<file path="config.mk">
export PLATFORM = sky130hd
export DESIGN_NAME = char_lcd_frame_diff_writer
export DESIGN_NICKNAME = d
export VERILOG_FILES = /design/src/rtl/clfdw_pkg.sv /design/src/rtl/clfdw_front.sv /design/src/rtl/clfdw_queue.sv /design/src/rtl/clfdw_back.sv /design/src/rtl/char_lcd_frame_diff_writer.sv
export VERILOG_INCLUDE_DIRS = /design/src /design/src/rtl
export SDC_FILE = /design/constraint.sdc
export NUM_CORES = 1
export LEC_CHECK = 0
export BUFFER_PORTS_ARGS = -buffer_cell sky130_fd_sc_hd__buf_2
export CAP_MARGIN = 10
export CORE_ASPECT_RATIO = 0.75
export CORE_UTILIZATION = 40
export CTS_BUF_LIST = sky130_fd_sc_hd__clkbuf_8
export CTS_CLUSTER_DIAMETER = 40
export DETAILED_ROUTE_END_ITERATION = 6
export PLACE_DENSITY = 0.65
export SYNTH_ARGS = -nofsm -noshare
export SYNTH_HDL_FRONTEND = slang
export SYNTH_SLANG_ARGS = --single-unit
</file>
<file path="constraint.sdc">
create_clock -name aclk -period 10.8 [get_ports aclk]
set_input_delay 0.54 -clock aclk [delete_from_list [all_inputs] [get_ports aclk]]
set_output_delay 0.54 -clock aclk [all_outputs]
set_load 0.01 [all_outputs]
</file>
<file path="src/rtl/char_lcd_frame_diff_writer_macros.svh">
// ============================================================================
// Character LCD frame diff writer assertion macros
// Shared concurrent assertion forms used by the RTL modules of the block.
// ============================================================================
`ifndef CHAR_LCD_FRAME_DIFF_WRITER_MACROS_SVH
`define CHAR_LCD_FRAME_DIFF_WRITER_MACROS_SVH

// Same-cycle implication, checked outside reset.
`define CLFDW_ASSERT_IMP(label, clk, rstn, ante, cons, msg) \
    label: assert property (@(posedge clk) disable iff (!rstn) (ante) |-> (cons)) \
        else $error(msg);

// Next-cycle implication, checked outside reset.
`define CLFDW_ASSERT_NXT(label, clk, rstn, ante, cons, msg) \
    label: assert property (@(posedge clk) disable iff (!rstn) (ante) |=> (cons)) \
        else $error(msg);

`endif

</file>
<file path="src/rtl/clfdw_pkg.sv">
`default_nettype none
// ============================================================================
// Character LCD frame diff writer package
// Geometry constants, command and action codes, and the shared payload types.
// ============================================================================
package clfdw_pkg;

    localparam int ROWS   = 4;
    localparam int COLS   = 20;
    localparam int CELLS  = ROWS * COLS;
    localparam int ROW_W  = (ROWS > 1) ? $clog2(ROWS) : 1;
    localparam int COL_W  = (COLS > 1) ? $clog2(COLS) : 1;
    localparam int CELL_W = (CELLS > 1) ? $clog2(CELLS) : 1;

    localparam int QDEPTH = 4;
    localparam int QPTR_W = $clog2(QDEPTH);
    localparam int QCNT_W = $clog2(QDEPTH + 1);

    localparam logic [7:0] BLANK_RESET = 8'h20;

    localparam logic ACT_CELL   = 1'b0;
    localparam logic ACT_REDRAW = 1'b1;

    localparam logic CMD_CURSOR = 1'b0;
    localparam logic CMD_WRITE  = 1'b1;

    typedef struct packed {
        logic       action;
        logic [7:0] char_code;
    } in_t;

    typedef struct packed {
        logic       cmd_kind;
        logic [1:0] cursor_row;
        logic [4:0] cursor_col;
        logic [7:0] out_char;
        logic       last_of_run;
    } out_t;

    typedef struct packed {
        logic [ROW_W-1:0] row;
        logic [COL_W-1:0] col;
        logic [7:0]       char_code;
        logic             need_cursor;
    } q_entry_t;

    typedef struct packed {
        logic not_empty;
        logic full;
    } q_status_t;

endpackage
`default_nettype wire

</file>
<file path="src/rtl/clfdw_front.sv">
`default_nettype none
// ============================================================================
// Character LCD frame diff writer front end
// Tracks the cell position, reads and updates the shadow frame, and queues
// one classified entry for every changed cell.
// ============================================================================
`include "char_lcd_frame_diff_writer_macros.svh"

module clfdw_front import clfdw_pkg::*; (
    input  wire logic      aclk,
    input  wire logic      aresetn,
    input  wire logic      s_valid,
    output logic           s_ready,
    input  wire in_t       s_data,
    input  wire logic [7:0] blank_code,
    input  wire q_status_t q_status,
    output logic           q_push,
    output q_entry_t       q_push_data
);

    logic [7:0]       shadow_mem [CELLS];
    logic [CELLS-1:0] shadow_valid_reg, shadow_valid_next;
    logic [7:0]       rd_data_reg;

    logic [ROW_W-1:0]  row_reg, row_next;
    logic [COL_W-1:0]  col_reg, col_next;
    logic [CELL_W-1:0] cell_reg, cell_next;
    logic              left_changed_reg, left_changed_next;

    logic              s2_valid_reg, s2_valid_next;
    logic              s2_action_reg;
    logic [7:0]        s2_char_reg;
    logic [ROW_W-1:0]  s2_row_reg;
    logic [COL_W-1:0]  s2_col_reg;
    logic [CELL_W-1:0] s2_cell_reg;
    logic              byp_reg, byp_next;
    logic [7:0]        byp_char_reg;

    logic       s_accept;
    logic       cell_accept;
    logic       s2_is_cell;
    logic       s2_done;
    logic       changed;
    logic [7:0] old_char;

    always_comb begin
        if (byp_reg) begin
            old_char = byp_char_reg;
        end else if (shadow_valid_reg[s2_cell_reg]) begin
            old_char = rd_data_reg;
        end else begin
            old_char = blank_code;
        end
        changed    = (old_char != s2_char_reg);
        s2_is_cell = s2_valid_reg && (s2_action_reg == ACT_CELL);
        q_push     = s2_is_cell && changed && !q_status.full;
        s2_done    = s2_valid_reg &&
                     ((s2_action_reg == ACT_REDRAW) || !changed || !q_status.full);
        s_ready    = !s2_valid_reg || s2_done;
        s_accept   = s_valid && s_ready;
        cell_accept = s_accept && (s_data.action == ACT_CELL);
    end

    assign q_push_data.row         = s2_row_reg;
    assign q_push_data.col         = s2_col_reg;
    assign q_push_data.char_code   = s2_char_reg;
    assign q_push_data.need_cursor = !left_changed_reg;

    always_comb begin
        row_next  = row_reg;
        col_next  = col_reg;
        cell_next = cell_reg;
        if (cell_accept) begin
            if (col_reg == COL_W'(COLS - 1)) begin
                col_next = '0;
                row_next = (row_reg == ROW_W'(ROWS - 1)) ? '0 : row_reg + 1'b1;
            end else begin
                col_next = col_reg + 1'b1;
            end
            cell_next = (cell_reg == CELL_W'(CELLS - 1)) ? '0 : cell_reg + 1'b1;
        end
    end

    always_comb begin
        shadow_valid_next = shadow_valid_reg;
        left_changed_next = left_changed_reg;
        if (s2_done && (s2_action_reg == ACT_REDRAW)) begin
            shadow_valid_next = '0;
        end else if (q_push) begin
            shadow_valid_next[s2_cell_reg] = 1'b1;
        end
        if (s2_done && s2_is_cell) begin
            left_changed_next = changed && (s2_col_reg != COL_W'(COLS - 1));
        end
    end

    always_comb begin
        s2_valid_next = s2_valid_reg;
        byp_next      = byp_reg;
        if (s_ready) begin
            s2_valid_next = s_valid;
        end
        if (s_accept) begin
            byp_next = q_push && (s2_cell_reg == cell_reg);
        end
    end

    always_ff @(posedge aclk) begin
        if (!aresetn) begin
            row_reg          <= '0;
            col_reg          <= '0;
            cell_reg         <= '0;
            left_changed_reg <= 1'b0;
            shadow_valid_reg <= '0;
            s2_valid_reg     <= 1'b0;
            byp_reg          <= 1'b0;
        end else begin
            row_reg          <= row_next;
            col_reg          <= col_next;
            cell_reg         <= cell_next;
            left_changed_reg <= left_changed_next;
            shadow_valid_reg <= shadow_valid_next;
            s2_valid_reg     <= s2_valid_next;
            byp_reg          <= byp_next;
        end
    end

    always_ff @(posedge aclk) begin
        if (s_accept) begin
            s2_action_reg <= s_data.action;
            s2_char_reg   <= s_data.char_code;
            s2_row_reg    <= row_reg;
            s2_col_reg    <= col_reg;
            s2_cell_reg   <= cell_reg;
            byp_char_reg  <= s2_char_reg;
        end
    end

    always_ff @(posedge aclk) begin
        if (q_push) begin
            shadow_mem[s2_cell_reg] <= s2_char_reg;
        end
        if (cell_accept) begin
            rd_data_reg <= shadow_mem[cell_reg];
        end
    end

    `CLFDW_ASSERT_IMP(a_push_not_full, aclk, aresetn, q_push, !q_status.full,
        "Front end pushed into a full queue.")
    `CLFDW_ASSERT_NXT(a_redraw_clears, aclk, aresetn,
        s2_done && (s2_action_reg == ACT_REDRAW), shadow_valid_reg == '0,
        "Redraw did not clear the shadow valid bits.")

endmodule
`default_nettype wire

</file>
<file path="src/rtl/clfdw_queue.sv">
`default_nettype none
// ============================================================================
// Character LCD frame diff writer queue
// Small first-in first-out buffer between the classifying front end and the
// command back end.
// ============================================================================
`include "char_lcd_frame_diff_writer_macros.svh"

module clfdw_queue import clfdw_pkg::*; (
    input  wire logic     aclk,
    input  wire logic     aresetn,
    input  wire logic     push,
    input  wire q_entry_t push_data,
    input  wire logic     pop,
    output q_status_t     status,
    output q_entry_t      head
);

    q_entry_t            entries [QDEPTH];
    logic [QPTR_W-1:0]   wr_ptr_reg, wr_ptr_next;
    logic [QPTR_W-1:0]   rd_ptr_reg, rd_ptr_next;
    logic [QCNT_W-1:0]   count_reg, count_next;

    assign status.not_empty = (count_reg != '0);
    assign status.full      = (count_reg == QCNT_W'(QDEPTH));
    assign head             = entries[rd_ptr_reg];

    always_comb begin
        wr_ptr_next = push ? wr_ptr_reg + 1'b1 : wr_ptr_reg;
        rd_ptr_next = pop ? rd_ptr_reg + 1'b1 : rd_ptr_reg;
        unique case ({push, pop})
            2'b10:   count_next = count_reg + 1'b1;
            2'b01:   count_next = count_reg - 1'b1;
            default: count_next = count_reg;
        endcase
    end

    always_ff @(posedge aclk) begin
        if (!aresetn) begin
            wr_ptr_reg <= '0;
            rd_ptr_reg <= '0;
            count_reg  <= '0;
        end else begin
            wr_ptr_reg <= wr_ptr_next;
            rd_ptr_reg <= rd_ptr_next;
            count_reg  <= count_next;
        end
    end

    always_ff @(posedge aclk) begin
        if (push) begin
            entries[wr_ptr_reg] <= push_data;
        end
    end

    `CLFDW_ASSERT_IMP(a_pop_not_empty, aclk, aresetn, pop, status.not_empty,
        "Queue popped while empty.")
    `CLFDW_ASSERT_IMP(a_count_bound, aclk, aresetn, 1'b1,
        count_reg <= QCNT_W'(QDEPTH), "Queue count exceeds its depth.")

endmodule
`default_nettype wire

</file>
<file path="src/rtl/clfdw_back.sv">
`default_nettype none
// ============================================================================
// Character LCD frame diff writer back end
// Expands each queued entry into an optional set-cursor command followed by
// a write-character command, through a registered output stage.
// ============================================================================
`include "char_lcd_frame_diff_writer_macros.svh"

module clfdw_back import clfdw_pkg::*; (
    input  wire logic      aclk,
    input  wire logic      aresetn,
    input  wire q_status_t q_status,
    input  wire q_entry_t  q_head,
    output logic           q_pop,
    output logic           m_valid,
    input  wire logic      m_ready,
    output out_t           m_data
);

    logic m_valid_reg, m_valid_next;
    out_t m_data_reg, m_data_next;
    logic phase_reg, phase_next;

    logic slot_free;
    logic issue;
    logic send_cursor;

    always_comb begin
        slot_free   = !m_valid_reg || m_ready;
        issue       = slot_free && q_status.not_empty;
        send_cursor = q_head.need_cursor && !phase_reg;
        q_pop       = issue && !send_cursor;

        m_valid_next = m_valid_reg;
        m_data_next  = m_data_reg;
        phase_next   = phase_reg;
        if (issue) begin
            m_valid_next           = 1'b1;
            phase_next             = send_cursor;
            m_data_next.cursor_row = 2'(q_head.row);
            m_data_next.cursor_col = 5'(q_head.col);
            if (send_cursor) begin
                m_data_next.cmd_kind    = CMD_CURSOR;
                m_data_next.out_char    = 8'h00;
                m_data_next.last_of_run = 1'b0;
            end else begin
                m_data_next.cmd_kind    = CMD_WRITE;
                m_data_next.out_char    = q_head.char_code;
                m_data_next.last_of_run = 1'b1;
            end
        end else if (slot_free) begin
            m_valid_next = 1'b0;
        end
    end

    always_ff @(posedge aclk) begin
        if (!aresetn) begin
            m_valid_reg <= 1'b0;
            phase_reg   <= 1'b0;
        end else begin
            m_valid_reg <= m_valid_next;
            phase_reg   <= phase_next;
        end
    end

    always_ff @(posedge aclk) begin
        m_data_reg <= m_data_next;
    end

    assign m_valid = m_valid_reg;
    assign m_data  = m_data_reg;

    `CLFDW_ASSERT_IMP(a_cursor_then_write, aclk, aresetn,
        m_valid_reg && (m_data_reg.cmd_kind == CMD_CURSOR), phase_reg,
        "Set-cursor command shown without a pending write.")
    `CLFDW_ASSERT_IMP(a_pending_entry, aclk, aresetn, phase_reg, q_status.not_empty,
        "Pending write lost its queue entry.")

endmodule
`default_nettype wire

</file>
<file path="src/rtl/char_lcd_frame_diff_writer.sv">
`default_nettype none
// ============================================================================
// Character LCD frame diff writer
// Compares each new frame cell with a shadow frame and emits cursor and
// write commands only for cells that changed.
// ============================================================================
// The block takes one cell per cycle in row-major order, or a redraw that
// marks the whole shadow frame blank, and keeps the cell position itself.
// An unchanged cell gives nothing; a changed cell gives a write command,
// preceded by a set-cursor command when it starts a run of changed cells.
// Each input transaction passes through the two-stage front end (shadow read,
// then compare and update), and the command output delivers one command per
// cycle while it has queued entries and m_ready is high, so a run of N changed
// cells gives N + 1 commands. A four-entry queue between front end and command
// output absorbs short bursts; when it fills, the input stalls until the output
// drains. Configuration writes to the blank code are taken on any cycle.
// ============================================================================

module char_lcd_frame_diff_writer import clfdw_pkg::*; (
    input  wire logic       aclk,
    input  wire logic       aresetn,
    input  wire logic       s_valid,
    output logic            s_ready,
    input  wire in_t        s_data,
    output logic            m_valid,
    input  wire logic       m_ready,
    output out_t            m_data,
    input  wire logic       cfg_valid,
    output logic            cfg_ready,
    input  wire logic [7:0] cfg_data
);

    logic [7:0] blank_code_reg, blank_code_next;

    q_status_t q_status;
    q_entry_t  q_push_data;
    q_entry_t  q_head;
    logic      q_push;
    logic      q_pop;

    assign cfg_ready = 1'b1;

    always_comb begin
        blank_code_next = blank_code_reg;
        if (cfg_valid && cfg_ready) begin
            blank_code_next = cfg_data;
        end
    end

    always_ff @(posedge aclk) begin
        if (!aresetn) begin
            blank_code_reg <= BLANK_RESET;
        end else begin
            blank_code_reg <= blank_code_next;
        end
    end

    clfdw_front u_front (
        .aclk        (aclk),
        .aresetn     (aresetn),
        .s_valid     (s_valid),
        .s_ready     (s_ready),
        .s_data      (s_data),
        .blank_code  (blank_code_reg),
        .q_status    (q_status),
        .q_push      (q_push),
        .q_push_data (q_push_data)
    );

    clfdw_queue u_queue (
        .aclk      (aclk),
        .aresetn   (aresetn),
        .push      (q_push),
        .push_data (q_push_data),
        .pop       (q_pop),
        .status    (q_status),
        .head      (q_head)
    );

    clfdw_back u_back (
        .aclk     (aclk),
        .aresetn  (aresetn),
        .q_status (q_status),
        .q_head   (q_head),
        .q_pop    (q_pop),
        .m_valid  (m_valid),
        .m_ready  (m_ready),
        .m_data   (m_data)
    );

endmodule
`default_nettype wire

</file>
== Word-level counts from Yosys, hierarchy flattened ==
Memory sizes are Yosys's and may differ from the RTL's. A register that Yosys moved wholly into a read port is not among the register bits.
Index checks and enable logic that the tools add are counted.

* Register bits after elaboration: 162
* Bits in writable memories: 704
* Memories: 2

{| class="wikitable"
|+ Memories
! memory !! words !! bits a word !! read ports !! clocked after Yosys merged registers in !! wr ports !! RTL line !! source
|-
| u_front.shadow_mem || 80 || 8 || 1 || 1 || 1 || clfdw_front.sv:21 || <nowiki>logic [7:0] shadow_mem [CELLS];</nowiki>
|-
| u_queue.entries || 4 || 16 || 1 || 1 || 1 || clfdw_queue.sv:19 || <nowiki>q_entry_t entries [QDEPTH];</nowiki>
|}

* $add $sub $neg: 7
* $lt $le $gt $ge: 2
* Eq/ne operators: 9
* Multiplexer cells: 18
* Bitwise gates (word level): 4
* Reductions and logical operators: 30

{| class="wikitable"
|+ Operator list
! cell !! count
|-
| $or 80x80->80 || 1
|-
| $mux 8 || 2
|-
| $logic_and 1x1->1 || 14
|-
| $lt 7x8->1 const B || 1
|-
| $mux 1 || 8
|-
| $ne 8x8->1 || 1
|-
| $add 7x1->7 const B || 1
|-
| $bmux 1 s7 || 1
|-
| $demux 1 s7 || 1
|-
| $eq 7x7->1 || 1
|-
| $eq 7x7->1 const B || 1
|-
| $ge 7x1->1 const B || 1
|-
| $logic_not 1->1 || 7
|-
| $mux 7 || 1
|-
| $add 2x1->2 const B || 3
|-
| $mux 2 || 3
|-
| $pmux 3 s2 || 1
|-
| $add 5x1->5 const B || 1
|-
| $eq 5x5->1 const B || 1
|-
| $mux 5 || 1
|-
| $ne 5x5->1 const B || 1
|-
| $eq 2x2->1 const B || 2
|-
| $logic_or 1x1->1 || 4
|-
| $reduce_bool 2->1 || 2
|-
| 8 further kinds || 10
|}

== Depth between registers and ports, before layout ==
* Word-level depth: 13
* Depth in mapped cells: 17
* Depth with buffers taken out: 13

== By module ==
Synthesis repeated with hierarchy kept, for this count alone.

* Cells, all modules: 1,677
* Area, all modules: 34,468.1 um2

{| class="wikitable"
|+ By module, submodules not included
! module !! times used !! cells each !! area an instance (um2) !! seq. area each (um2)
|-
| clfdw_front || 1 || 1,486 || 30,713.2 || 22,331.4
|-
| clfdw_queue || 1 || 126 || 2,788.9 || 2,102.0
|-
| clfdw_back || 1 || 38 || 655.6 || 520.5
|-
| char_lcd_frame_diff_writer || 1 || 27 || 310.3 || 160.2
|}

== Worst setup path before layout ==
OpenSTA, ideal clock, no wires.

* Path type: register to register
* Start: register u_front.s2_char_reg[2]
* End: register u_queue.count_reg[2]
* Arrival time: 3,944 ps
* Path slack: 6,786 ps
* Stages on the path, launching flop included: 15
* Path buffers: 1
* Path through: edfxtp_1 -> xnor2_1 -> nand3_1 -> a2111oi_0 -> a31oi_1 -> a21oi_1 -> nand3_1 -> nand4_4 -> buf_2 -> ha_1 -> inv_1 -> fa_1 -> xor2_1 -> or3_1 -> a21oi_1

* Cells in the longest elaborated chain, start to end: 5

{| class="wikitable"
|+ RTL lines
! item !! RTL line !! source
|-
| from (decl) || clfdw_front.sv:32 || <nowiki>logic [7:0] s2_char_reg;</nowiki>
|-
| from (signal assigned) || clfdw_front.sv:131 || <nowiki>s2_char_reg <= s_data.char_code;</nowiki>
|-
| $ne 8x8->1 (*) || clfdw_front.sv:54 || <nowiki>changed = (old_char != s2_char_reg);</nowiki>
|-
| $logic_and 1x1->1 (*) (2 in a row) || clfdw_front.sv:56 || <nowiki>q_push = s2_is_cell && changed && !q_status.full;</nowiki>
|-
| $eq 2x1->1 / $eq 2x2->1 (equally long branches) || clfdw_queue.sv:31 || <nowiki>unique case ({push, pop})</nowiki>
|-
| $pmux 3 s2 / $reduce_bool 2->1 (equally long branches) || n/a ||
|-
| to (signal assigned) || clfdw_queue.sv:46 || <nowiki>count_reg <= count_next;</nowiki>
|-
| to (decl) || clfdw_queue.sv:22 || <nowiki>logic [QCNT_W-1:0] count_reg, count_next;</nowiki>
|}

Every way passes the cells marked *; elsewhere a longest branch is shown, timed or not.
A chain may end at the register's enable or synchronous reset.

== Worst setup path after layout ==
* Start: register u_front.s2_cell_reg[1]
* End: register u_queue.count_reg[2]

* Cells in the longest elaborated chain, start to end: 9

{| class="wikitable"
|+ RTL lines
! item !! RTL line !! source
|-
| from (decl) || clfdw_front.sv:35 || <nowiki>logic [CELL_W-1:0] s2_cell_reg;</nowiki>
|-
| from (signal assigned) || clfdw_front.sv:134 || <nowiki>s2_cell_reg <= cell_reg;</nowiki>
|-
| $bmux 1 s7 (*) || clfdw_front.sv:49 || <nowiki>end else if (shadow_valid_reg[s2_cell_reg]) begin</nowiki>
|-
| $mux 1 (implied by the code) (*) || clfdw_front.sv:49 ||
|-
| $mux 8 (*) || clfdw_front.sv:49 ||
|-
| $mux 8 (*) || clfdw_front.sv:47 || <nowiki>if (byp_reg) begin</nowiki>
|-
| $ne 8x8->1 (*) || clfdw_front.sv:54 ||
|-
| $logic_and 1x1->1 (*) (2 in a row) || clfdw_front.sv:56 ||
|-
| $eq 2x1->1 / $eq 2x2->1 (equally long branches) || clfdw_queue.sv:31 ||
|-
| $pmux 3 s2 / $reduce_bool 2->1 (equally long branches) || n/a ||
|}

Every way passes the cells marked *; elsewhere a longest branch is shown, timed or not. The select of a mux whose other input is x is not followed.

==> results.json <==
{
  "status": "finished clean",
  "synth.cell_area_mm2": 0.0342,
  "synthAdderAreaFrac": 0.00352,
  "r2r_cells": 15,
  "drc_errors": 0,
  "clkSinkCount": 875,
  "gp_congestion": 0.860,
  "setup_tns_ns": 0,
  "start_kind": "flip-flop",
  "n_antenna_cell": 0,
  "maxSlewHeadroom": 0.179,
  "netlist_instances": 1692,
  "drv_cap": 0,
  "dp_slack_ns": 5.87,
  "synth_top_family_by_area": "multiplexers",
  "setup_slack_ns": 5.78,
  "hp-class": "in2reg",
  "worstMarginPinSlew_ns": 1.22,
  "antenna_left": 0,
  "coreArea_mm2": 0.0843,
  "num_vias": 17400,
  "layout_commonest_cell": "edfxtp_1",
  "utilization": 0.462,
  "grt.overflow.total": 0,
  "seq_area_frac_synth": 0.735,
  "synth-compound-area-share": 0.0306,
  "insertion_delay_ns": 0.80,
  "wl_um": 79900,
  "slew_violations": 0,
  "htreeDepth": 4,
  "initial_core_util": 0.406,
  "rsz0062_at_grt": "no",
  "firstDrtPassIters": 5,
  "powerDensity_mw_per_mm2": 177,
  "cp_max_fo": 48,
  "synthMuxAreaShare": 0.165,
  "grt_pass1_wl_um": 119000,
  "num_rows": 92,
  "synth.distinct_cells": 64,
  "hold_violations": 0,
  "synth-edff-count": 759,
  "antenna_found_initial": 3,
  "io_pins": 42,
  "drtIter0Drc": 1819,
  "ir_worst_vdd_mv": 0.116,
  "dieArea_mm2": 0.0866,
  "synth-seq-cells": 875,
  "synth_simple_gate_area_share": 0.0408,
  "max_freq_ghz": 0.199,
  "final.period_utilization": 0.464,
  "syn2layout_area_growth_pct": 13.8,
  "crit_path_end": "u_queue.count_reg[2]",
  "period_needed_ns": 5.02,
  "grt_pass1_vias": 17300,
  "yosys_warnings": 0,
  "path_class": "reg2reg",
  "cts-root-buf": "clkbuf_8",
  "post_cts_buffers": 0,
  "syn_nets": 1723,
  "synth-xor-area-share": 0.00872,
  "drive_gt1_frac": 0.312,
  "setup_violations": 0,
  "io_buffers": 40,
  "fp.dieH_um": 255,
  "cts_tree": "yes",
  "avgSynthCellArea_um2": 20.2,
  "synth_ff_type": "edfxtp_1",
  "layout_common_cells": "edfxtp_1, mux4_2, clkbuf_8",
  "grt_use_total": 0.187,
  "crit_path_end_kind": "flip-flop",
  "placed_area_mm2": 0.0360,
  "synthArstFlopShare": 0,
  "fin_area_mm2": 0.0389,
  "grt_max_degree": 82,
  "ff2ff_setup_slack_ns": 5.78,
  "die_w_um": 339,
  "finalClockSkew_ns": 0.0422,
  "clkTransAtPathRegs_ns": 0.06,
  "wl_per_cell_um": 25.9,
  "largest_reg_flops": 640,
  "critical_path_required_ns": 11.51,
  "clockBufferDepth": 3,
  "cp_data_arrival_time_ns": 5.73,
  "hpwl_um": 48500,
  "rr_startpoint": "u_front.s2_cell_reg[1]",
  "rr_endpoint": "u_queue.count_reg[2]",
  "nNetsFinal": 1887,
  "post_drt_via_cell_ratio": 5.62,
  "numCtsBuffers": 134,
  "cp-startpoint": "u_front.s2_cell_reg[1]",
  "total_leakage_power_nw": 12.1,
  "num-fill-cells": 7045
}
## metrics by stage
stage          power [mW]  instances  hold WS, ns
6_report             6.88       3091        0.137
5_1_grt              7.11       3091        0.123
4_1_cts              6.94       3075       0.0709
3_5_place_dp         4.29       2812        0.453
3_3_place_gp         4.28       2801        0.445
2_1_floorplan        4.13       1692        0.406
## routing by layer
layer / share of wire / track usage / vias to the layer above / wire (um)
met5: 0 / 0 / - / 0
met4: 0.017 / 0.0525 / 0 / 1320
met3: 0.080 / 0.0430 / 90 / 6430
met2: 0.44 / 0.269 / 743 / 35400
met1: 0.46 / 0.286 / 9236 / 36800
li1: - / - / 7310 / -
## synth_stat cells (2+ instances only)
cell type,n,area (um^2)
nor3_1,22,110
buf_4,7,52.6
nor2_1,37,139
nor4_1,33,206
o22ai_1,2,12.5
xor2_1,6,52.6
o21a_1,80,601
o31ai_1,2,15.0
mux2i_1,30,300
mux2_2,10,113
and3_1,5,31.3
buf_2,14,70.1
o21ai_0,9,45.0
nand4_1,7,43.8
xnor2_1,28,245
mux4_2,231,5200
nand2_1,39,146
edfxtp_1,759,22800
a21oi_1,18,90.1
ha_1,8,100
nand3_1,10,50.1
nor3_2,20,200
nor4_2,8,100
buf_6,5,56.3
a31oi_1,3,18.8
a22oi_1,8,60.1
and2_1,2,12.5
and3b_1,3,26.3
nand2b_1,6,37.5
buf_1,21,78.8
or3_1,5,31.3
nor2b_1,17,106
a21o_1,4,30.0
nand3b_1,9,67.6
a41o_1,2,20.0
clkbuf_1,55,206
dfxtp_1,116,2320
inv_1,23,86.3
a311oi_2,3,45.0
## logic make-up (layout without fill, tap and decap cells)
logic type | after synthesis | after routing
buf+inv | 126 | 397
xor+xnor | 34 | 34
simple gates | 232 | 232
flops | 875 | 875
mux | 272 | 272
fa+ha+maj | 9 | 9
compound gates | 143 | 143
other cells | 1 | 1
## report_power, final
part	leakage (nW)	total, mW	switching (mW)	internal, mW
Clock	1.48	2.66	1.29	1.37
Combinational	2.85	0.435	0.262	0.173
Sequential	7.81	3.78	0.0375	3.74
## worst min path at each step
stage | cells past startpoint | startpoint | endpoint | slack (ns)
floorplan | 0 | u_front.cell_reg[2] | u_front.s2_cell_reg[2] | 0.41
global placement | 0 | u_front.row_reg[1] | u_front.s2_row_reg[1] | 0.44
detailed placement | 1 | u_front.shadow_valid_reg[71] | u_front.shadow_valid_reg[71] | 0.45
global route | 3 | aresetn | u_front.row_reg[1] | 0.12
CTS | 3 | aresetn | u_front.row_reg[1] | 0.07
finish | 3 | aresetn | u_front.row_reg[1] | 0.14
## worst max-delay path: stages (launching register included)
cell	delay [ns]
edfxtp_1	0.67
buf_4	0.36
mux2_2	0.37
a22oi_1	0.15
nor2_1	0.06
or3_1	0.35
a311oi_2	0.53
nand3_1	0.25
nand4_4	0.15
buf_4	0.65
ha_1	0.32
inv_1	0.07
fa_1	0.38
xor2_1	0.16
or3_1	0.30
a21oi_1	0.13
## what timing repair did
action / CTS / global route
hold buffers: 20 / 0
endpoints found under the hold margin: 19 / 0
gates resized for setup: 0 / 0
## cell type report
type,count,area (um^2),share of cell area
Sequential cell,875,25100,0.646
Multi-Input combinational cell,691,8760,0.225
Clock buffer,150,2060,0.0531
Tap cell,1128,1410,0.0363
Timing Repair Buffer,130,921,0.0237
Clock inverter,93,522,0.0134
Inverter,24,90.1,0.00232
Power figures use the tool's default switching activity.
